$ cat config.mk
export PLATFORM = sky130hd
export DESIGN_NAME = base64_codec
export DESIGN_NICKNAME = d
export VERILOG_FILES = /design/src/hw/rtl/b64_pkg.sv /design/src/hw/rtl/b64_fifo.sv /design/src/hw/rtl/b64_front.sv /design/src/hw/rtl/b64_back.sv /design/src/hw/rtl/base64_codec.sv
export VERILOG_INCLUDE_DIRS = /design/src /design/src/hw/rtl
export SDC_FILE = /design/constraint.sdc
export NUM_CORES = 1
export LEC_CHECK = 0
export ABC_AREA = 1
export BUFFER_PORTS_ARGS = -buffer_cell sky130_fd_sc_hd__buf_2
export CORE_ASPECT_RATIO = 1.1
export CORE_MARGIN = 3
export CORE_UTILIZATION = 48
export DETAILED_ROUTE_END_ITERATION = 10
export PLACE_DENSITY = 0.66
export RECOVER_POWER = 100
export SETUP_SLACK_MARGIN = 0.05
export SLEW_MARGIN = 20
export SYNTH_ARGS = -nofsm -noshare
export SYNTH_HDL_FRONTEND = slang
export SYNTH_HIERARCHICAL = 1
export SYNTH_SLANG_ARGS = --single-unit
$ cat constraint.sdc
create_clock -name clk_i -period 5.34 [get_ports clk_i]
set_clock_uncertainty 0.15 [all_clocks]
set_input_delay 0.267 -clock clk_i [delete_from_list [all_inputs] [get_ports clk_i]]
set_output_delay 0.267 -clock clk_i [all_outputs]
set_load 0.03 [all_outputs]
$ cat src/hw/rtl/base64_codec_macros.svh
// Assertion macros used by the base64 codec RTL.
`ifndef BASE64_CODEC_MACROS_SVH
`define BASE64_CODEC_MACROS_SVH

// Check a property on a given clock, masked while the given reset is low.
`define B64_ASSERT_CLK(lbl, clk, rst_n, prop, msg) \
  lbl: assert property (@(posedge clk) disable iff (!rst_n) (prop)) else $error(msg);

// Check a property on the block clock and reset.
`define B64_ASSERT(lbl, prop, msg) \
  `B64_ASSERT_CLK(lbl, clk_i, rst_ni, prop, msg)

`endif

$ cat src/hw/rtl/b64_pkg.sv
// Shared types, constants and character tables of the base64 codec.
`default_nettype none

package b64_pkg;

  // Default queue depths (powers of two)
  localparam int unsigned JOB_DEPTH = 4;
  localparam int unsigned RES_DEPTH = 4;

  // Register word index taken from the address
  localparam logic REG_DIRECTION = 1'b0;

  // Character codes
  localparam logic [7:0] CHAR_PAD   = 8'h3D;  // '='
  localparam logic [7:0] CHAR_CR    = 8'h0D;
  localparam logic [7:0] CHAR_LF    = 8'h0A;
  localparam logic [7:0] CHAR_SPACE = 8'h20;
  localparam logic [7:0] CHAR_PLUS  = 8'h2B;
  localparam logic [7:0] CHAR_SLASH = 8'h2F;

  // Sextet codes beyond the 64 alphabet values
  localparam logic [6:0] SEXTET_SKIP = 7'd64;
  localparam logic [6:0] SEXTET_BAD  = 7'd65;

  typedef enum logic {
    DIR_ENC = 1'b0,
    DIR_DEC = 1'b1
  } dir_e;

  typedef enum logic [1:0] {
    JOB_ENC,   // one encode group: four characters
    JOB_DATA,  // one decoded byte
    JOB_END,   // bare end marker
    JOB_ERR    // invalid character marker
  } job_kind_e;

  typedef struct packed {
    job_kind_e   kind;
    logic [23:0] group;   // encode group, first byte high; decoded byte in [7:0]
    logic [1:0]  nbytes;  // bytes in an encode group, 1..3
    logic        last;
  } job_t;

  typedef struct packed {
    logic [7:0] data;
    logic       has_data;
    logic       bad_char;
    logic       last;
  } res_t;

  // Map a 6-bit value onto its alphabet character
  function automatic logic [7:0] b64_char(input logic [5:0] idx);
    logic [7:0] c;
    if (idx < 6'd26) begin
      c = 8'h41 + {2'b00, idx};
    end else if (idx < 6'd52) begin
      c = 8'h61 + {2'b00, idx} - 8'd26;
    end else if (idx < 6'd62) begin
      c = 8'h30 + {2'b00, idx} - 8'd52;
    end else if (idx == 6'd62) begin
      c = CHAR_PLUS;
    end else begin
      c = CHAR_SLASH;
    end
    return c;
  endfunction

  // Map a character onto its 6-bit value, or the skip or bad code
  function automatic logic [6:0] b64_sextet(input logic [7:0] c);
    logic [6:0] v;
    if (c >= 8'h41 && c <= 8'h5A) begin
      v = 7'(c - 8'h41);
    end else if (c >= 8'h61 && c <= 8'h7A) begin
      v = 7'(c - 8'h61 + 8'd26);
    end else if (c >= 8'h30 && c <= 8'h39) begin
      v = 7'(c - 8'h30 + 8'd52);
    end else if (c == CHAR_PLUS) begin
      v = 7'd62;
    end else if (c == CHAR_SLASH) begin
      v = 7'd63;
    end else if (c == CHAR_CR || c == CHAR_LF || c == CHAR_SPACE || c == CHAR_PAD) begin
      v = SEXTET_SKIP;
    end else begin
      v = SEXTET_BAD;
    end
    return v;
  endfunction

endpackage

`default_nettype wire

$ cat src/hw/rtl/b64_fifo.sv
// Small first-word-fall-through queue used between the codec stages.
`default_nettype none

module b64_fifo #(
  parameter int unsigned Width = 8,
  parameter int unsigned Depth = 4
) (
  input  logic             clk_i,
  input  logic             rst_ni,
  input  logic             push_i,
  input  logic [Width-1:0] data_i,
  output logic             full_o,
  input  logic             pop_i,
  output logic [Width-1:0] data_o,
  output logic             empty_o
);

  localparam int unsigned PtrW = (Depth > 1) ? $clog2(Depth) : 1;

  logic [Width-1:0] mem_q [Depth];
  logic [PtrW:0]    wptr_q, wptr_d;
  logic [PtrW:0]    rptr_q, rptr_d;
  logic             do_push, do_pop;

  // Flag full when pointers differ only in the wrap bit
  assign empty_o = (wptr_q == rptr_q);
  assign full_o  = (wptr_q[PtrW] != rptr_q[PtrW]) &&
                   (wptr_q[PtrW-1:0] == rptr_q[PtrW-1:0]);
  assign do_push = push_i && !full_o;
  assign do_pop  = pop_i && !empty_o;
  assign data_o  = mem_q[rptr_q[PtrW-1:0]];

  // Advance pointers on each beat
  always_comb begin
    wptr_d = do_push ? wptr_q + 1'b1 : wptr_q;
    rptr_d = do_pop  ? rptr_q + 1'b1 : rptr_q;
  end

  always_ff @(posedge clk_i or negedge rst_ni) begin
    if (!rst_ni) begin
      wptr_q <= '0;
      rptr_q <= '0;
    end else begin
      wptr_q <= wptr_d;
      rptr_q <= rptr_d;
    end
  end

  // Store the entry
  always_ff @(posedge clk_i) begin
    if (do_push) begin
      mem_q[wptr_q[PtrW-1:0]] <= data_i;
    end
  end

endmodule

`default_nettype wire

$ cat src/hw/rtl/b64_front.sv
// Front stage: takes input beats, tracks codec state and issues jobs.
`default_nettype none

module b64_front (
  input  logic            clk_i,
  input  logic            rst_ni,
  input  logic            valid_i,
  input  logic [7:0]      in_byte_i,
  input  logic            in_last_i,
  input  b64_pkg::dir_e   dir_i,
  output logic            job_valid_o,
  output b64_pkg::job_t   job_o
);
  import b64_pkg::*;

  logic [15:0] enc_hold_q, enc_hold_d;
  logic [1:0]  enc_cnt_q, enc_cnt_d;
  logic [12:0] dec_acc_q, dec_acc_d;
  logic [2:0]  dec_bits_q, dec_bits_d;
  logic        skip_q, skip_d;

  logic [6:0]  sx;
  logic [3:0]  bits_sum;
  logic [12:0] acc_new;
  logic [7:0]  dec_byte;

  // Classify the character and extend the accumulator
  always_comb begin
    sx       = b64_sextet(in_byte_i);
    bits_sum = {1'b0, dec_bits_q} + 4'd6;
    acc_new  = {dec_acc_q[6:0], sx[5:0]};
    case (bits_sum[2:0])
      3'd2:    dec_byte = acc_new[9:2];
      3'd4:    dec_byte = acc_new[11:4];
      default: dec_byte = acc_new[7:0];
    endcase
  end

  // Update state and form the job for this beat
  always_comb begin
    enc_hold_d  = enc_hold_q;
    enc_cnt_d   = enc_cnt_q;
    dec_acc_d   = dec_acc_q;
    dec_bits_d  = dec_bits_q;
    skip_d      = skip_q;
    job_valid_o = 1'b0;
    job_o.kind   = JOB_END;
    job_o.group  = '0;
    job_o.nbytes = '0;
    job_o.last   = in_last_i;

    if (valid_i) begin
      if (dir_i == DIR_ENC) begin
        if (!in_last_i && enc_cnt_q < 2'd2) begin
          enc_hold_d = {enc_hold_q[7:0], in_byte_i};
          enc_cnt_d  = enc_cnt_q + 2'd1;
        end else begin
          job_valid_o  = 1'b1;
          job_o.kind   = JOB_ENC;
          job_o.nbytes = enc_cnt_q + 2'd1;
          case (enc_cnt_q)
            2'd0:    job_o.group = {in_byte_i, 16'h0000};
            2'd1:    job_o.group = {enc_hold_q[7:0], in_byte_i, 8'h00};
            default: job_o.group = {enc_hold_q, in_byte_i};
          endcase
          enc_hold_d = '0;
          enc_cnt_d  = '0;
          if (in_last_i) begin
            skip_d = 1'b0;
          end
        end
      end else if (skip_q) begin
        // Drop beats until the end of the message
        if (in_last_i) begin
          skip_d = 1'b0;
        end
      end else if (sx == SEXTET_BAD) begin
        job_valid_o = 1'b1;
        job_o.kind  = JOB_ERR;
        job_o.last  = 1'b1;
        dec_acc_d   = '0;
        dec_bits_d  = '0;
        skip_d      = !in_last_i;
      end else if (sx != SEXTET_SKIP && bits_sum >= 4'd8) begin
        job_valid_o       = 1'b1;
        job_o.kind        = JOB_DATA;
        job_o.group[7:0]  = dec_byte;
        dec_acc_d         = in_last_i ? '0 : acc_new;
        dec_bits_d        = in_last_i ? '0 : bits_sum[2:0];
      end else begin
        if (sx != SEXTET_SKIP) begin
          dec_acc_d  = acc_new;
          dec_bits_d = bits_sum[2:0];
        end
        if (in_last_i) begin
          job_valid_o = 1'b1;
          job_o.kind  = JOB_END;
          dec_acc_d   = '0;
          dec_bits_d  = '0;
        end
      end
    end
  end

  always_ff @(posedge clk_i or negedge rst_ni) begin
    if (!rst_ni) begin
      enc_hold_q <= '0;
      enc_cnt_q  <= '0;
      dec_acc_q  <= '0;
      dec_bits_q <= '0;
      skip_q     <= 1'b0;
    end else begin
      enc_hold_q <= enc_hold_d;
      enc_cnt_q  <= enc_cnt_d;
      dec_acc_q  <= dec_acc_d;
      dec_bits_q <= dec_bits_d;
      skip_q     <= skip_d;
    end
  end

endmodule

`default_nettype wire

$ cat src/hw/rtl/b64_back.sv
// Back stage: expands each job into result beats, one per cycle while the result queue has room.
`default_nettype none

module b64_back (
  input  logic          clk_i,
  input  logic          rst_ni,
  input  logic          job_valid_i,
  input  b64_pkg::job_t job_i,
  output logic          job_pop_o,
  output logic          res_valid_o,
  output b64_pkg::res_t res_o,
  input  logic          res_full_i
);
  import b64_pkg::*;

  logic [1:0] idx_q, idx_d;
  logic       final_beat;
  logic       fire;

  // Encode jobs take four beats, all others one
  assign final_beat  = (job_i.kind != JOB_ENC) || (idx_q == 2'd3);
  assign fire        = job_valid_i && !res_full_i;
  assign res_valid_o = fire;
  assign job_pop_o   = fire && final_beat;

  always_comb begin
    idx_d = idx_q;
    if (fire) begin
      idx_d = final_beat ? 2'd0 : idx_q + 2'd1;
    end
  end

  always_ff @(posedge clk_i or negedge rst_ni) begin
    if (!rst_ni) begin
      idx_q <= '0;
    end else begin
      idx_q <= idx_d;
    end
  end

  // Form the result beat
  always_comb begin
    res_o.data     = '0;
    res_o.has_data = 1'b0;
    res_o.bad_char = 1'b0;
    res_o.last     = 1'b0;
    case (job_i.kind)
      JOB_ENC: begin
        res_o.has_data = 1'b1;
        case (idx_q)
          2'd0: res_o.data = b64_char(job_i.group[23:18]);
          2'd1: res_o.data = b64_char(job_i.group[17:12]);
          2'd2: res_o.data = (job_i.nbytes >= 2'd2) ? b64_char(job_i.group[11:6]) : CHAR_PAD;
          default: begin
            res_o.data = (job_i.nbytes == 2'd3) ? b64_char(job_i.group[5:0]) : CHAR_PAD;
            res_o.last = job_i.last;
          end
        endcase
      end
      JOB_DATA: begin
        res_o.data     = job_i.group[7:0];
        res_o.has_data = 1'b1;
        res_o.last     = job_i.last;
      end
      JOB_ERR: begin
        res_o.bad_char = 1'b1;
        res_o.last     = 1'b1;
      end
      default: begin
        res_o.last = 1'b1;
      end
    endcase
  end

endmodule

`default_nettype wire

$ cat src/hw/rtl/base64_codec.sv
// The first result beat of an item is registered in the job queue and then in the result
// queue; the remaining beats of an encode group follow one per cycle while that queue has room.
// The block takes one input beat per cycle while the job queue has room; the back stage
// writes one result per cycle while the result queue has room, four beats per encode group.
// Reset: rst_ni clears direction to encode, all codec state and both queues.
// Top level of the base64 codec: config register, front, back and queues.
`default_nettype none

module base64_codec #(
  parameter int unsigned JobDepth = b64_pkg::JOB_DEPTH,
  parameter int unsigned ResDepth = b64_pkg::RES_DEPTH
) (
  input  logic        clk_i,
  input  logic        rst_ni,
  // APB configuration port
  input  logic        psel,
  input  logic        penable,
  input  logic        pwrite,
  input  logic [2:0]  paddr,
  input  logic [31:0] pwdata,
  output logic [31:0] prdata,
  output logic        pready,
  // Input queue side
  input  logic        push,
  output logic        full,
  input  logic [7:0]  in_byte_i,
  input  logic        in_last_i,
  // Result queue side
  output logic        empty,
  input  logic        pop,
  output logic [7:0]  out_byte_o,
  output logic        has_data_o,
  output logic        bad_char_o,
  output logic        out_last_o
);
  import b64_pkg::*;

  localparam int unsigned JobW = $bits(job_t);
  localparam int unsigned ResW = $bits(res_t);

  dir_e        direction_q, direction_d;
  logic        front_valid;
  logic        job_push;
  job_t        job_in, job_head;
  logic [JobW-1:0] job_head_raw;
  logic        job_empty, job_pop;
  logic        res_push, res_full;
  res_t        res_in, res_head;
  logic [ResW-1:0] res_head_raw;

  // Configuration register
  assign pready = 1'b1;
  assign prdata = (paddr[2] == REG_DIRECTION) ? {31'd0, direction_q} : 32'd0;

  always_comb begin
    direction_d = direction_q;
    if (psel && penable && pwrite && pready && paddr[2] == REG_DIRECTION) begin
      direction_d = dir_e'(pwdata[0]);
    end
  end

  always_ff @(posedge clk_i or negedge rst_ni) begin
    if (!rst_ni) begin
      direction_q <= DIR_ENC;
    end else begin
      direction_q <= direction_d;
    end
  end

  // Accept a beat whenever the job queue has room
  assign front_valid = push && !full;

  b64_front u_front (
    .clk_i      (clk_i),
    .rst_ni     (rst_ni),
    .valid_i    (front_valid),
    .in_byte_i  (in_byte_i),
    .in_last_i  (in_last_i),
    .dir_i      (direction_q),
    .job_valid_o(job_push),
    .job_o      (job_in)
  );

  b64_fifo #(
    .Width(JobW),
    .Depth(JobDepth)
  ) u_job_fifo (
    .clk_i  (clk_i),
    .rst_ni (rst_ni),
    .push_i (job_push),
    .data_i (job_in),
    .full_o (full),
    .pop_i  (job_pop),
    .data_o (job_head_raw),
    .empty_o(job_empty)
  );

  assign job_head = job_t'(job_head_raw);

  b64_back u_back (
    .clk_i      (clk_i),
    .rst_ni     (rst_ni),
    .job_valid_i(!job_empty),
    .job_i      (job_head),
    .job_pop_o  (job_pop),
    .res_valid_o(res_push),
    .res_o      (res_in),
    .res_full_i (res_full)
  );

  b64_fifo #(
    .Width(ResW),
    .Depth(ResDepth)
  ) u_res_fifo (
    .clk_i  (clk_i),
    .rst_ni (rst_ni),
    .push_i (res_push),
    .data_i (res_in),
    .full_o (res_full),
    .pop_i  (pop),
    .data_o (res_head_raw),
    .empty_o(empty)
  );

  // Drive the result ports from the queue head
  assign res_head   = res_t'(res_head_raw);
  assign out_byte_o = res_head.data;
  assign has_data_o = res_head.has_data;
  assign bad_char_o = res_head.bad_char;
  assign out_last_o = res_head.last;

  // Checks
`include "base64_codec_macros.svh"

  `B64_ASSERT(a_bad_closes, !empty && bad_char_o |-> !has_data_o && out_last_o, "error beat must close the message without data")
  `B64_ASSERT(a_marker_zero, !empty && !has_data_o |-> out_byte_o == 8'h00, "marker beat carries nonzero byte")
  `B64_ASSERT(a_enc_last_job, push && !full && direction_q == DIR_ENC && in_last_i |=> !job_empty, "encode last beat left no job")

endmodule

`default_nettype wire

Word level (Yosys, flattened, before mapping)
Memory sizes are Yosys's and may differ from the RTL's.
Cells that the tools add are included.
{ "word_totals": {"register_bits": 43, "mem_bits_rw": 160, "in_bits": 51, "out_inout_bits": 46, "elab_cells": 210, "mem_count": 2} }
{ "op_classes": {"addsub": 32, "order_cmp": 21, "n_eq_ne": 28, "n_mux": 77, "n_bitwise": 3, "n_reduce_logical": 36} }
{ "mem_list": {"columns": ["memory", "words", "word_bits", "read_ports", "rd_clocked_by_memory_dff", "write_ports", "line_no", "rtl"], "rows": [
  ["u_job_fifo.mem_q", 4, 29, 1, 0, 1, "b64_fifo.sv:20", "logic [Width-1:0] mem_q [Depth];"],
  ["u_res_fifo.mem_q", 4, 11, 1, 0, 1, "b64_fifo.sv:20", null]
]} }
{ "op_table": {"columns": ["cell", "count"], "rows": [
  ["8-bit 2-to-1 mux", 18],
  ["7-bit by 6-bit adder with 8-bit output, first input constant", 8],
  ["6-bit less-than comparator, second input constant", 8],
  ["24-bit case mux with 2 select lines", 1],
  ["7-bit 2-to-1 mux", 5],
  ["8-bit by 6-bit equality test with 1-bit output, second input constant", 4],
  ["16-bit 2-to-1 mux", 2],
  ["8-bit by 5-bit subtractor with 8-bit output, second input constant", 4],
  ["8-bit by 6-bit subtractor with 8-bit output, second input constant", 4],
  ["6-bit 2-to-1 mux", 5],
  ["29-bit 2-to-1 mux", 1],
  ["6-bit by 6-bit adder with 7-bit output, first input constant", 4],
  ["28-bit 2-to-1 mux", 1],
  ["3-bit 2-to-1 mux", 9],
  ["6-bit equality test, second input constant", 4],
  ["6-bit by 5-bit less-than comparator with 1-bit output, second input constant", 4],
  ["1-bit 2-to-1 mux", 24],
  ["8-bit case mux with 3 select lines", 1],
  ["9-bit case mux with 2 select lines", 1],
  ["1-bit logical AND", 17],
  ["8-bit by 4-bit equality test with 1-bit output, second input constant", 2],
  ["8-bit by 7-bit >= comparator with 1-bit output, second input constant", 2],
  ["8-bit by 7-bit <= comparator with 1-bit output, second input constant", 2],
  ["8-bit case mux with 2 select lines", 1],
  ["34 further kinds", 65]
]} }

Depth between registers and ports, before layout
{ "depth": {"word_depth": 20, "mapped_depth": 24, "mapped_depth_nobuf": 23} }

Hierarchy
The synthesis kept the hierarchy.
{ "modules_own_cells": {"columns": ["mod", "n_inst", "cells_each", "area_per_inst_um2", "seq_area_each_um2"], "rows": [
  ["b64_fifo at u_job_fifo", 1, 342, 4707.0, 3633.5],
  ["b64_front", 1, 396, 2547.4, 675.6],
  ["b64_back", 1, 414, 2209.6, 50.0],
  ["b64_fifo at u_res_fifo", 1, 168, 2064.5, 1471.4],
  ["base64_codec", 1, 48, 325.3, 25.0]
]} }

Least setup slack after synthesis
OpenSTA, ideal clock, no wires.
{ "synth_timing": {"path_kind": "reg-to-reg", "from": "register u_job_fifo.rptr_q[0]", "to": "memory u_job_fifo/mem_q[2][0] (netlist name) (enable)", "setup_ns": 0.415, "arrival_time_ns": 3.527, "required_time_ns": 4.775, "path_slack_ns": 1.248, "path_stages_with_launch": 15, "path_buffers": 1, "path_cell_list": "dfrtp_1 buf_6 nand2_1 nand2_1 nand3_2 inv_1 nor2_1 inv_1 nor2_1 inv_1 nor2_1 inv_1 nand3_1 nand2_2 nor2_1"} }
{ "synth_via": {"elab_chain_cells": 8} }
{ "synth_rtl": {"columns": ["element", "line_no", "rtl"], "rows": [
  ["from (decl)", "b64_fifo.sv:22", "logic [PtrW:0] rptr_q, rptr_d;"],
  ["from (signal assigned)", "b64_fifo.sv:45", "rptr_q <= rptr_d;"],
  ["2-bit equality test", "b64_fifo.sv:28", "(wptr_q[PtrW-1:0] == rptr_q[PtrW-1:0]);"],
  ["1-bit logical AND", "b64_fifo.sv:27", "assign full_o = (wptr_q[PtrW] != rptr_q[PtrW]) &&"],
  ["net full", "base64_codec.sv:25", "output logic full,"],
  ["1-bit logical NOT", "base64_codec.sv:71", "assign front_valid = push && !full;"],
  ["1-bit logical AND", "base64_codec.sv:71", null],
  ["net front_valid", "base64_codec.sv:42", "logic front_valid;"],
  ["1-bit 2-to-1 mux", "b64_front.sv:52", "if (valid_i) begin"],
  ["net job_push", "base64_codec.sv:43", "logic job_push;"],
  ["1-bit logical AND", "b64_fifo.sv:29", "assign do_push = push_i && !full_o;"],
  ["1-bit 2-to-1 mux", "b64_fifo.sv:51", "if (do_push) begin"],
  ["1-bit 2-to-1 mux (not written as such)", "b64_fifo.sv:52", "mem_q[wptr_q[PtrW-1:0]] <= data_i;"],
  ["to (decl)", "b64_fifo.sv:20", null]
]} }
The timed path passes the listed nets, and every way through them passes these cells.

Worst setup path in the final report
{ "layout_timing": {"from": "register u_job_fifo.rptr_q[0]", "to": "memory u_job_fifo/mem_q[1][15] (netlist name) (enable)"} }
{ "layout_via": {"elab_chain_cells": 8} }
{ "layout_rtl": {"columns": ["element", "line_no"], "rows": [
  ["2-bit equality test", "b64_fifo.sv:28"],
  ["1-bit logical AND", "b64_fifo.sv:27"],
  ["1-bit logical NOT", "base64_codec.sv:71"],
  ["1-bit logical AND", "base64_codec.sv:71"],
  ["net front_valid", "base64_codec.sv:42"],
  ["1-bit 2-to-1 mux", "b64_front.sv:52"],
  ["net job_push", "base64_codec.sv:43"],
  ["1-bit logical AND", "b64_fifo.sv:29"],
  ["1-bit 2-to-1 mux", "b64_fifo.sv:51"],
  ["1-bit 2-to-1 mux (not written as such)", "b64_fifo.sv:52"]
]} }
The timed path passes the listed nets, and every way through them passes these cells.

==> impl_metrics.py <==
metrics = {
    "layout": {
        "nets": 1508,
        "diodes": 0,
        "post-route-util": 0.534,
        "layout-drive-gt1-share": 0.0782,
        "stdcell_area_um2": 12800,
        "num-fill-cells": 2188,
        "areaGrowthSynthToFinish_pct": 8.13,
    },
    "yosys": {
        "synthCells": 1368,
        "synth_edf_count": 160,
        "synth_cell_type_count": 41,
        "ys_seq_area_frac": 0.494,
        "yosysTopAreaCellShare": 0.405,
        "synth_most_common_cell": "nand2_1",
        "syn_area_um2": 11900,
        "async_flop_share": 0.208,
        "synth_area_leaders": "edfxtp_1, nand2_1, dfrtp_1, ha_1, nor2_1",
        "synth_ff_type": "edfxtp_1",
        "syn_avg_cell_area_um2": 8.67,
        "ys_ff_latch": 202,
        "ys_warn_count": 6,
        "synth.top_cells.by_count": "nand2_1, edfxtp_1, nor2_1",
        "synth.largest_area_cell": "edfxtp_1",
    },
    "grt": {
        "antenna_found_initial": 0,
        "gr-total-overflow": 0,
        "grt_max_degree": 60,
        "grt_pass1_wl_um": 41800,
        "grt_pass1_vias": 8491,
        "grtUsageTotal": 0.190,
    },
    "worst_setup_path": {
        "worstPathRequired_ps": 5320,
        "cp.arrival_ps": 4140,
        "critPathTopFamily": "buffers and inverters",
        "path_common_cell": "inv_1",
        "cpMaxStageDelayCell": "dfrtp_1",
        "cp-start-kind": "flop",
        "crit_buf_inv": 8,
        "critical_path_class": "flop to flop",
        "ff2ff_setup_slack_ps": 1180,
        "path_cells": "inv_1, nand2_1, nand2_1, nand3_1, inv_1, nor2_1, inv_1, nor2_1, buf_4, inv_1, nor2_1, clkbuf_1, inv_1, nand3_1, nand2_1, nor2_2, buf_4",
        "slowest_delay_ps": 590,
        "endpoint_kind": "flop",
        "path_max_fanout": 29,
    },
    "floorplanning": {
        "io_pins": 97,
        "initial_utilization": 0.494,
        "num_rows": 59,
        "die_w_um": 156,
        "core_area_um2": 24000,
        "dieArea_um2": 26600,
        "chipHeight_um": 171,
    },
    "route": {
        "vias_per_cell": 5.26,
        "first_pass_iters": 6,
        "vias": 9069,
        "route.detailed.wl_per_inst_um": 14.8,
        "drcViolationCount": 0,
        "drt_iter0_markers": 658,
        "drt-total-wl_um": 25600,
        "ant_nets": 0,
    },
    "power_and_ir_drop": {
        "p_int_mw": 4.56,
        "p_leak_nw": 5.48,
        "p_sw_mw": 4.01,
        "clock_power_share": 0.163,
        "seq_power_share": 0.302,
        "sw_frac_of_total": 0.468,
        "p_comb_frac": 0.535,
        "peakVddDrop_mv": 0.271,
        "p_per_area_nw_per_um2": 669,
    },
    "clocking": {
        "clkLatencyLatePin_ps": 500,
        "htreeDepth": 1,
        "clk_pin_slew_ps": 60,
        "clock-sinks": 202,
        "root_buffer": "clkbuf_16",
        "cts_buffers": 22,
        "clock_path_buffers": 3,
        "ctsResizeCount": 0,
        "cts_tree": "yes",
    },
    "sta": {
        "relSlewSlack": -0.772,
        "period_needed_ps": 4160,
        "hold_viol_final": 0,
        "rsz0062_at_grt": "no",
        "setup_ws_ps": 1180,
        "maxClockFrequency_ghz": 0.240,
        "drv_slew": 43,
        "setup-tns-final_ps": 0,
        "fin_crit_sh": 0.779,
        "tightestPinTransition_ps": 2660,
        "setup_viol": 0,
        "whs_ps": 23.0,
    },
    "placement": {
        "gp_congestion": 0.902,
        "port-buffer-count": 31,
        "dp_hpwl_um": 17800,
        "post-place-ws_ps": 1400,
        "dpl_cell_area_um2": 12200,
    },
    "flow_run": {
        "cap_violations": 1,
    },
    "run_status": {
        "status": "complete, but fails checks",
        "failed_checks": "max-capacitance violations, max-slew violations",
    },
    "min_path": {
        "hold_path.class": "input pin to flop",
    },
}
## worst register-to-register path, stage by stage (launching register included)
cell and delay, ps:
dfrtp_1 590, inv_1 110, nand2_1 70, nand2_1 80, nand3_1 210, inv_1 90
nor2_1 210, inv_1 90, nor2_1 90, buf_4 230, inv_1 170, nor2_1 110
clkbuf_1 360, inv_1 260, nand3_1 240, nand2_1 190, nor2_2 120, buf_4 390
## layout by cell type (no fill, tap or decap), types with 9 or more instances in the layout
master	n
a21oi_1	33
buf_2	16
buf_4	11
clkbuf_1	22
clkbuf_16	22
clkinv_1	9
conb_1	32
dfrtp_1	42
edfxtp_1	160
ha_1	54
inv_1	134
inv_2	14
nand2_1	304
nand3_1	92
nor2_1	157
nor2_2	10
o211ai_1	9
o21ai_0	123
o21ai_1	11
o22ai_1	70
xor2_1	15
## logic make-up (layout without fill, tap and decap cells)
kind of cell,count (synthesis),after routing,share of synthesized area
buffers and inverters,223,244,0.0875
AO/OA/AOI/OAI,261,261,0.124
AND/OR/NAND/NOR,602,602,0.219
other,2,32,0.000634
XOR/XNOR,24,24,0.0184
adder cells (fa/ha/maj),54,54,0.0570
flip-flops,202,202,0.494
## metal layers
metal,wire length [um],GRT usage,up-vias
li1,-,-,4613
met1,11200,0.249,4243
met2,12800,0.337,178
met3,1020,0.0207,35
met4,595,0.0499,0
met5,0,0,-
## power groups by stage
stage               clock network, mW  registers [mW]  logic [mW]
finish                           1.40            2.59        4.58
global route                     1.50            2.64        5.20
CTS                              1.44            2.59        4.65
detailed placement                  0            2.62        4.63
global placement                    0            2.61        4.58
floorplan                           0            2.56        3.61
## state kept, by name, indices dropped and copies added, names as in the netlist
name and cells:
u_front/skip_q 1, u_job_fifo/rptr_q 3, u_front/enc_cnt_q 2, u_front/dec_acc_q 6, u_front/enc_hold_q 16, u_back/idx_q 2, u_res_fifo/wptr_q 3, u_front/dec_bits_q 2
direction_q 1, u_job_fifo/wptr_q 3, u_job_fifo/mem_q 116, u_res_fifo/mem_q 44, u_res_fifo/rptr_q 3
## area by class of cell
cell class / instances / area [um^2] / area share
inverters: 154 / 581 / 0.0453
well taps: 305 / 382 / 0.0298
clock buffers: 30 / 611 / 0.0476
clock inverters: 10 / 70.1 / 0.00547
flip-flops and latches: 202 / 5860 / 0.457
multi-input cells: 973 / 5030 / 0.393
repair buffers: 50 / 287 / 0.0224
## worst paths after layout
path,cells past startpoint,from,to
min,5,push,u_front/skip_q$_DFFE_PN0P_
max in group asynchronous,3,rst_ni,u_front/enc_hold_q[15]$_DFFE_PN0P_
min in group asynchronous,3,rst_ni,u_res_fifo/rptr_q[1]$_DFFE_PN0P_
max,17,u_job_fifo/rptr_q[0]$_DFFE_PN0P_,u_job_fifo/mem_q[1][15]$_DFFE_PP_
max reg2reg,17,u_job_fifo/rptr_q[0]$_DFFE_PN0P_,u_job_fifo/mem_q[1][15]$_DFFE_PP_
min reg2reg,2,u_front/dec_acc_q[4]$_DFFE_PN0P_,u_front/dec_acc_q[4]$_DFFE_PN0P_
## through the flow
| step | power, mW | cells |
|---|---|---|
| after global routing | 9.34 | 1724 |
| after detailed placement | 7.25 | 1678 |
| after CTS | 8.68 | 1724 |
| after global placement | 7.19 | 1678 |
| after floorplan | 6.17 | 1398 |
| final | 8.57 | 1724 |
## timing repair
item                                   4_1_cts  5_1_grt
endpoints found under the hold margin       48        0
hold buffers                                 6        0
setup buffers                                0        0
Note: power is estimated with default switching activity, not from simulation.
